## src/ulcd_pkg.sv

```systemverilog
package ulcd_pkg;

  typedef logic [1:0] lead_t;

  localparam lead_t LEAD_NONE = 2'd0;
  localparam lead_t LEAD_D0   = 2'd1;
  localparam lead_t LEAD_D1   = 2'd2;

  localparam logic [7:0] BYTE_D0     = 8'hD0;
  localparam logic [7:0] BYTE_D1     = 8'hD1;
  localparam logic [7:0] CODE_YO_CAP = 8'hA2;
  localparam logic [7:0] CODE_YO_SML = 8'hB5;
  localparam logic [5:0] SFX_YO_CAP  = 6'h01;
  localparam logic [5:0] SFX_YO_SML  = 6'h11;
  localparam logic [5:0] SFX_SPLIT   = 6'h10;

  typedef struct packed {
    logic [7:0] code;
    logic       last;
  } result_t;

  typedef struct packed {
    logic [1:0] cnt;
    result_t    r0;
    result_t    r1;
  } push_t;

  function automatic logic [7:0] letter_code(input logic [5:0] idx);
    logic [7:0] code;
    case (idx)
      6'd0:  code = 8'h70;  6'd1:  code = 8'h63;  6'd2:  code = 8'hbf;  6'd3:  code = 8'h79;
      6'd4:  code = 8'he4;  6'd5:  code = 8'h78;  6'd6:  code = 8'he5;  6'd7:  code = 8'hc0;
      6'd8:  code = 8'hc1;  6'd9:  code = 8'he6;  6'd10: code = 8'hc2;  6'd11: code = 8'hc3;
      6'd12: code = 8'hc4;  6'd13: code = 8'hc5;  6'd14: code = 8'hc6;  6'd15: code = 8'hc7;
      6'd16: code = 8'h41;  6'd17: code = 8'ha0;  6'd18: code = 8'h42;  6'd19: code = 8'ha1;
      6'd20: code = 8'he0;  6'd21: code = 8'h45;  6'd22: code = 8'ha3;  6'd23: code = 8'ha4;
      6'd24: code = 8'ha5;  6'd25: code = 8'ha6;  6'd26: code = 8'h4b;  6'd27: code = 8'ha7;
      6'd28: code = 8'h4d;  6'd29: code = 8'h48;  6'd30: code = 8'h4f;  6'd31: code = 8'ha8;
      6'd32: code = 8'h50;  6'd33: code = 8'h43;  6'd34: code = 8'h54;  6'd35: code = 8'ha9;
      6'd36: code = 8'haa;  6'd37: code = 8'h58;  6'd38: code = 8'he1;  6'd39: code = 8'hab;
      6'd40: code = 8'hac;  6'd41: code = 8'he2;  6'd42: code = 8'had;  6'd43: code = 8'hae;
      6'd44: code = 8'h62;  6'd45: code = 8'haf;  6'd46: code = 8'hb0;  6'd47: code = 8'hb1;
      6'd48: code = 8'h61;  6'd49: code = 8'hb2;  6'd50: code = 8'hb3;  6'd51: code = 8'hb4;
      6'd52: code = 8'he3;  6'd53: code = 8'h65;  6'd54: code = 8'hb6;  6'd55: code = 8'hb7;
      6'd56: code = 8'hb8;  6'd57: code = 8'hb9;  6'd58: code = 8'hba;  6'd59: code = 8'hbb;
      6'd60: code = 8'hbc;  6'd61: code = 8'hbd;  6'd62: code = 8'h6f;  6'd63: code = 8'hbe;
      default: code = 8'h00;
    endcase
    return code;
  endfunction

endpackage

```

## src/utf8_cyrillic_lcd_code_mapper.sv

```systemverilog
// Channel | Dir | Payload
// in_     | in  | tdata[7:0] byte_in
// out_    | out | tdata[7:0] lcd_code, tlast last
//
// One input word a cycle if the queue has room; a two-code byte needs both slots free.
// Accepted bytes pass through the input register, then the output queue.
// The input register feeds the decoder; a two-word output queue sits behind it.
// Reset (rst_n low, synchronous) drops the held lead byte and empties both stages.
// Output stalls back up into the input register only when the queue lacks room.
module utf8_cyrillic_lcd_code_mapper (
  input  logic       clk,
  input  logic       rst_n,
  input  logic       in_tvalid,
  output logic       in_tready,
  input  logic [7:0] in_tdata,   // [7:0] byte_in
  output logic       out_tvalid,
  input  logic       out_tready,
  output logic [7:0] out_tdata,  // [7:0] lcd_code
  output logic       out_tlast
);

  logic              in_valid_r;
  logic [7:0]        byte_r;
  ulcd_pkg::lead_t   pend_r, pend_nxt;
  ulcd_pkg::push_t   dec_res;
  ulcd_pkg::push_t   push;
  logic [1:0]        space;
  logic              move;
  ulcd_pkg::result_t out_res;

  ulcd_decode u_dec (
    .byte_in  (byte_r),
    .pend     (pend_r),
    .res      (dec_res),
    .pend_nxt (pend_nxt)
  );

  always_comb begin
    move      = in_valid_r && (dec_res.cnt <= space);
    in_tready = !in_valid_r || move;
    push      = dec_res;
    if (!move) begin
      push.cnt = 2'd0;
    end
  end

  always_ff @(posedge clk) begin
    if (!rst_n) begin
      in_valid_r <= 1'b0;
      pend_r     <= ulcd_pkg::LEAD_NONE;
    end else begin
      if (in_tready) begin
        in_valid_r <= in_tvalid;
      end
      if (move) begin
        pend_r <= pend_nxt;
      end
    end
  end

  always_ff @(posedge clk) begin
    if (in_tvalid && in_tready) begin
      byte_r <= in_tdata;
    end
  end

  ulcd_outq u_q (
    .clk        (clk),
    .rst_n      (rst_n),
    .push       (push),
    .space      (space),
    .out_tvalid (out_tvalid),
    .out_tready (out_tready),
    .out_res    (out_res)
  );

  assign out_tdata = out_res.code;
  assign out_tlast = out_res.last;

endmodule

```

## src/ulcd_decode.sv

```systemverilog
module ulcd_decode (
  input  logic [7:0]      byte_in,
  input  ulcd_pkg::lead_t pend,
  output ulcd_pkg::push_t res,
  output ulcd_pkg::lead_t pend_nxt
);

  logic       second;
  logic [7:0] lead_byte;
  logic [5:0] sfx;
  logic       cont;
  logic       yo_cap;
  logic       yo_sml;
  logic       letter;
  logic       is_lead;
  logic [7:0] mapped;
  ulcd_pkg::lead_t new_lead;

  always_comb begin
    second    = (pend != ulcd_pkg::LEAD_D0);
    lead_byte = second ? ulcd_pkg::BYTE_D1 : ulcd_pkg::BYTE_D0;
    sfx       = byte_in[5:0];
    cont      = (byte_in[7:6] == 2'b10);
    yo_cap    = !second && (sfx == ulcd_pkg::SFX_YO_CAP);
    yo_sml    = second && (sfx == ulcd_pkg::SFX_YO_SML);
    letter    = (!second && (sfx >= ulcd_pkg::SFX_SPLIT)) ||
                (second && (sfx < ulcd_pkg::SFX_SPLIT)) || yo_cap || yo_sml;
    is_lead   = (byte_in == ulcd_pkg::BYTE_D0) || (byte_in == ulcd_pkg::BYTE_D1);
    new_lead  = (byte_in == ulcd_pkg::BYTE_D0) ? ulcd_pkg::LEAD_D0 : ulcd_pkg::LEAD_D1;
    mapped    = yo_cap ? ulcd_pkg::CODE_YO_CAP :
                (yo_sml ? ulcd_pkg::CODE_YO_SML : ulcd_pkg::letter_code(sfx));

    res.cnt     = 2'd0;
    res.r0      = '{code: byte_in, last: 1'b1};
    res.r1      = '{code: byte_in, last: 1'b1};
    pend_nxt    = ulcd_pkg::LEAD_NONE;

    if (pend != ulcd_pkg::LEAD_NONE) begin
      if (cont && letter) begin
        res.cnt = 2'd1;
        res.r0  = '{code: mapped, last: 1'b1};
      end else if (is_lead) begin
        res.cnt  = 2'd1;
        res.r0   = '{code: lead_byte, last: 1'b1};
        pend_nxt = new_lead;
      end else begin
        res.cnt = 2'd2;
        res.r0  = '{code: lead_byte, last: 1'b0};
      end
    end else if (is_lead) begin
      pend_nxt = new_lead;
    end else begin
      res.cnt = 2'd1;
    end
  end

endmodule

```

## src/ulcd_outq.sv

```systemverilog
module ulcd_outq (
  input  logic              clk,
  input  logic              rst_n,
  input  ulcd_pkg::push_t   push,
  output logic [1:0]        space,
  output logic              out_tvalid,
  input  logic              out_tready,
  output ulcd_pkg::result_t out_res
);

  logic [1:0]        cnt_r, cnt_nxt;
  logic [1:0]        rem_cnt;
  logic              pop;
  ulcd_pkg::result_t q_r [2];
  ulcd_pkg::result_t q_nxt [2];
  ulcd_pkg::result_t rem0;

  always_comb begin
    pop      = (cnt_r != 2'd0) && out_tready;
    rem0     = pop ? q_r[1] : q_r[0];
    rem_cnt  = cnt_r - {1'b0, pop};
    space    = 2'd2 - rem_cnt;
    q_nxt[0] = (rem_cnt == 2'd0) ? push.r0 : rem0;
    case (rem_cnt)
      2'd0:    q_nxt[1] = push.r1;
      2'd1:    q_nxt[1] = push.r0;
      default: q_nxt[1] = q_r[1];
    endcase
    cnt_nxt  = rem_cnt + push.cnt;
  end

  always_ff @(posedge clk) begin
    if (!rst_n) begin
      cnt_r <= 2'd0;
    end else begin
      cnt_r <= cnt_nxt;
    end
  end

  always_ff @(posedge clk) begin
    q_r[0] <= q_nxt[0];
    q_r[1] <= q_nxt[1];
  end

  assign out_tvalid = (cnt_r != 2'd0);
  assign out_res    = q_r[0];

endmodule

```

## config.mk

```make
export PLATFORM = sky130hd
export DESIGN_NAME = utf8_cyrillic_lcd_code_mapper
export DESIGN_NICKNAME = d
export VERILOG_FILES = /design/src/ulcd_pkg.sv /design/src/utf8_cyrillic_lcd_code_mapper.sv /design/src/ulcd_decode.sv /design/src/ulcd_outq.sv
export SDC_FILE = /design/constraint.sdc
export NUM_CORES = 1
export LEC_CHECK = 0
export ABC_AREA = 1
export ABC_CLOCK_PERIOD_IN_PS = 6600
export BUFFER_PORTS_ARGS = -buffer_cell sky130_fd_sc_hd__buf_2
export CORE_UTILIZATION = 55
export CTS_BUF_LIST = sky130_fd_sc_hd__clkbuf_16
export CTS_CLUSTER_DIAMETER = 150
export DETAILED_ROUTE_END_ITERATION = 16
export GPL_ROUTABILITY_DRIVEN = 0
export HOLD_SLACK_MARGIN = 0.15
export MAX_ROUTING_LAYER = met4
export PLACE_DENSITY_LB_ADDON = 0.1
export SLEW_MARGIN = 20
export SYNTH_ARGS = -nofsm -noshare
export SYNTH_HDL_FRONTEND = slang
export SYNTH_SLANG_ARGS = --single-unit
```

## constraint.sdc

```tcl
create_clock -name clk -period 6.6 [get_ports clk]
set_clock_uncertainty 0.05 [all_clocks]
set_input_delay 0.33 -clock clk [delete_from_list [all_inputs] [get_ports clk]]
set_output_delay 0.33 -clock clk [all_outputs]
set_load 0.05 [all_outputs]
```

# After elaboration in Yosys (flattened, before gate mapping)

Memories as Yosys holds them, arrays and structs flattened. A register that Yosys moved wholly into a read port is not among the register bits.
Cells that the tools add are included.
W data, S select, Z words.

Bits in read-only memories: 512
RAM bits: 18
Register bits: 13
Latch bits: 0
Output and inout port bits: 11
Memories: 2

Memories:

| memory           | words | width | rd ports | clocked after memory_dff | write ports | line            | source |
|---|---|---|---|---|---|---|---|
| (name not given) | 64    | 8     | 1        | 1                        | 0           | ulcd_pkg.sv:30  | `case (idx)` |
| u_q.q_r          | 2     | 9     | 2        | 0                        | 2           | ulcd_outq.sv:14 | `ulcd_pkg::result_t q_r [2];` |

Bitwise operators: 0
Add/sub/neg operators: 3
Multiplexer cells: 17
Multiply operators: 0
Shift operators: 0
Div/mod/pow operators: 0
Reduce and logical (&&, ||, !) cells: 18
Equal/unequal tests: 7
Order comparisons: 3

Operators with widths:

| kind                  | count |
|---|---|
| $mux W9               | 3 |
| $mux W11              | 2 |
| $pmux W9 S2           | 1 |
| $eq A8 B8 Y1 const B  | 2 |
| $mux W8               | 2 |
| $mux W2               | 6 |
| $logic_and A1 B1 Y1   | 8 |
| $eq A6 B1 Y1 const B  | 1 |
| $eq A6 B5 Y1 const B  | 1 |
| $ge A6 B5 Y1 const B  | 1 |
| $lt A6 B5 Y1 const B  | 1 |
| $mux W6               | 1 |
| $logic_or A1 B1 Y1    | 5 |
| $reduce_bool A2 Y1    | 2 |
| $add A2 B2 Y2         | 1 |
| $eq A2 B1 Y1 const B  | 1 |
| $eq A2 B2 Y1 const B  | 1 |
| $le A2 B2 Y1          | 1 |
| $logic_not A1 Y1      | 2 |
| $logic_not A2 Y1      | 1 |
| $mux W1               | 2 |
| $ne A2 B1 Y1 const B  | 1 |
| $sub A2 B1 Y2         | 1 |
| $sub A2 B2 Y2 const A | 1 |

# Depth between registers and ports, before layout

Depth in word-level cells: 14
Mapped depth: 30
Mapped depth without buffers: 29

# Hierarchy

Synthesis repeated with hierarchy kept, for this count alone.

Cell total of the unflattened synthesis: 358
Area total of the unflattened synthesis: 2,570.0 µm²

By module, submodules not included:

| module                        | cells each | times used | area each (µm²) | sequential area each (µm²) |
|---|---|---|---|---|
| ulcd_decode                   | 214        | 1          | 1,089.8         | 0.0 |
| ulcd_outq                     | 104        | 1          | 1,034.7         | 580.6 |
| utf8_cyrillic_lcd_code_mapper | 40         | 1          | 445.4           | 300.3 |

# Least setup slack after synthesis

Ideal clock, no wire load.

Kind: reg-to-reg
Start: reg u_q.cnt_r[0]
End: reg with a tool-made name
Setup time: 0.058 ns
Cell stages (with the launch flop): 21
Clock period less this slack: 3.461 ns
Arrival: 3.353 ns
Required time: 6.492 ns
Path slack: 3.139 ns
Cells stage by stage: dfxtp_1 or2_2 nand2_1 inv_1 ha_1 xnor2_1 ha_1 ha_1 nand2_1 nand3_4 buf_6 nand3b_1 nand2_1 ha_1 inv_1 nand3_1 a21oi_1 nor2_1 nand2_1 nand2_1 nand2_1

RTL lines:

| what                   | line            | source |
|---|---|---|
| from (decl)            | ulcd_outq.sv:11 | `logic [1:0] cnt_r, cnt_nxt;` |
| from (signal assigned) | ulcd_outq.sv:36 | `cnt_r <= cnt_nxt;` |

==> impl_metrics.toml <==
[layout]
num-fill-cells = 473
syn_to_final_growth_pct = 7.23
postLayoutCellArea_um2 = 3130
drive_gt1_share_pct = 17.8
n_antenna_cell = 0
nNetsFinal = 429
post-route-util_pct = 61.4

[logic_synthesis]
synth_ff_type = "edfxtp_1"
synth_area_um2 = 2920
synthDistinctLibCells = 36
synth_edf_count = 26
yosysWarnings = 0
syn_inst = 392
syn_avg_cell_area_um2 = 7.46
yosysSeqAreaShare_pct = 35.6
synth_nets = 418
async_flop_share_pct = 0
ys_seq_elements = 39

[critical_path]
endpoint_kind = "register"
critPathLaunchType = "register"
worstSetupPathType = "reg2reg"
arrival_ns = 3.92
worst-path-max-fanout = 14
cp.required_ns = 6.77

[floorplanning]
rows = 26
die_x_um = 74.9
io_pins = 23
start_util_pct = 57.2
fp.dieH_um = 74.9
die_area_um2 = 5610
core_um2 = 5110

[placement]
place_area_um2 = 2970
io_buffers = 22
place_hpwl_um = 5000
preCtsSetupSlack_ns = 2.92

[cts]
clockRootBuffer = "clkbuf_16"
insertion_delay_ns = 0.28
hold_buffers = 0
cts-buffers-inserted = 5
postCtsSetupRepairBufs = 0
clk_pin_slew_worst_paths_ns = 0.06
ctsHtreeMaxLevel = 2
cts_buffer_depth = 2
cts_tree = "built"
ctsResizeCount = 0
clock_sinks = 39

[timing]
period_share_pct = 56.8
layout_setup_ws_ns = 2.85
worst_pin_slew_ns = 0.442
fmax_ghz = 0.267
hold_viol_final = 0
drv_slew = 0
rsz0062_at_grt = "no"
finalSetupViolCount = 0
setup_tns_ns = 0
slew_headroom_pct = 70.4
min_period_ns = 3.75

[global_route]
grt_util_all_layers_pct = 27.5
grt_pass1_vias = 2407
grt_max_degree = 18
antenna_found_initial = 0
grt_overflow = 0
grt_first_pass_wirelength_um = 11400

[detailed_routing]
drtIter0Drc = 182
route.detailed.wl_per_inst_um = 13.9
vias = 2593
ant_nets = 0
viasPerCell = 5.47
drc = 0
firstDrtPassIters = 6
routed_wl_um = 6600

[status]
status = "completed"

[flow_run]
maxCapViolations = 0

[power_and_ir_drop]
p_per_area_nw_per_um2 = 498
finalPower_w = 0.00156
power_leakage_nw = 1.49
vdd_drop_max_mv = 0.215

[min_path]
min_path_type = "in2reg"
-- metal layers --
layer | vias to the layer above | part of all wire (%) | global-route usage, %
li1 | 1299 | - | -
met1 | 1148 | 41 | 33.1
met2 | 129 | 50 | 46.9
met3 | 17 | 7.2 | 4.55
met4 | 0 | 1.8 | 9.01
met5 | - | 0 | -
-- final timing paths --
path | startpoint | to | slack [ns] | cells after the start
worst max register to register | u_q.cnt_r[0]$_SDFF_PN0_ | register | 2.85 | 20
worst min-delay path | in_tdata[7] | byte_r[7]$_DFFE_PP_ | 0.17 | 1
worst min register to register | u_q.q_r[0][13]$_DFFE_PP_ | u_q.q_r[0][4]$_DFFE_PP_ | 0.48 | 2
worst max-delay path | u_q.cnt_r[0]$_SDFF_PN0_ | register | 2.85 | 20
-- area by class of cell --
| type | instances | area (um^2) | share of cell area, % |
|---|---|---|---|
| clock inverter | 3 | 38.8 | 1.24 |
| inverter | 40 | 150 | 4.79 |
| timing repair buffer | 22 | 110 | 3.51 |
| clock buffer | 5 | 125 | 3.99 |
| multi-input combinational | 295 | 1580 | 50.5 |
| sequential | 39 | 1040 | 33.2 |
| tap | 70 | 87.6 | 2.79 |
-- where the power goes --
group	leakage, nW	internal [W]	switching, W	total (W)
clock network	0.0812	0.000176	0.0000897	0.000266
registers	0.365	0.000408	0.0000440	0.000452
logic	1.04	0.000231	0.000610	0.000841
total	1.49	0.000816	0.000744	0.00156
-- cell usage after synthesis, types with 5 or more instances --
master / n / share of area (%)
a21oi_1: 10 / 1.7
buf_4: 12 / 3.1
dfxtp_1: 13 / 8.9
edfxtp_1: 26 / 27
ha_1: 14 / 6.0
inv_1: 32 / 4.1
inv_2: 8 / 1.0
nand2_1: 119 / 15
nand2_2: 15 / 3.2
nand3_1: 54 / 9.2
nor2_1: 26 / 3.3
o21ai_0: 5 / 0.86
o21ai_1: 16 / 2.7
-- worst max-delay path: stages, from the launching register on --
cell	delay [ns]
dfxtp_1	0.31
or2_2	0.30
nand2_1	0.08
inv_1	0.05
ha_1	0.18
xnor2_1	0.33
ha_1	0.31
ha_1	0.29
nand2_1	0.13
nand3_4	0.18
nand2_4	0.21
nand2_1	0.07
nand2_1	0.23
ha_1	0.32
inv_1	0.10
nand3_1	0.13
a21oi_1	0.19
nor2_1	0.06
nand2_1	0.06
nand2_1	0.05
nand2_1	0.06
-- cell families (layout without fill, tap and decap cells) --
logic type | after synthesis | in the layout | share of synthesized area, %
flip-flops | 39 | 39 | 35.6
AND/OR/NAND/NOR | 237 | 237 | 38.9
AO/OA/AOI/OAI | 42 | 42 | 8.60
adder cells (fa/ha/maj) | 14 | 14 | 5.99
XOR/XNOR | 2 | 2 | 0.599
buffers and inverters | 58 | 70 | 10.3
-- per-stage QoR --
stage	cells	hold WS (ns)
detailed placement	466	0.459
floorplan	392	0.378
global placement	466	0.448
finish	474	0.172
global route	474	0.164
CTS	474	0.171
-- cell usage in the layout, fill, tap and decap left out, types with 3 or more instances in the layout --
cell	synthesis	routed
o21ai_0	5	5
nand4_1	3	3
clkbuf_16	0	5
inv_1	32	32
nand2_2	15	15
nand2_1	119	119
a21oi_1	10	10
nand3_4	3	3
nor2_2	3	3
inv_2	8	8
nand2_4	3	3
edfxtp_1	26	26
ha_1	14	14
buf_2	0	22
dfxtp_1	13	13
nand3_1	54	54
o21ai_1	16	16
nand3b_1	3	3
nor2_4	3	3
nor2_1	26	26
(Power assumes the default switching activity.)
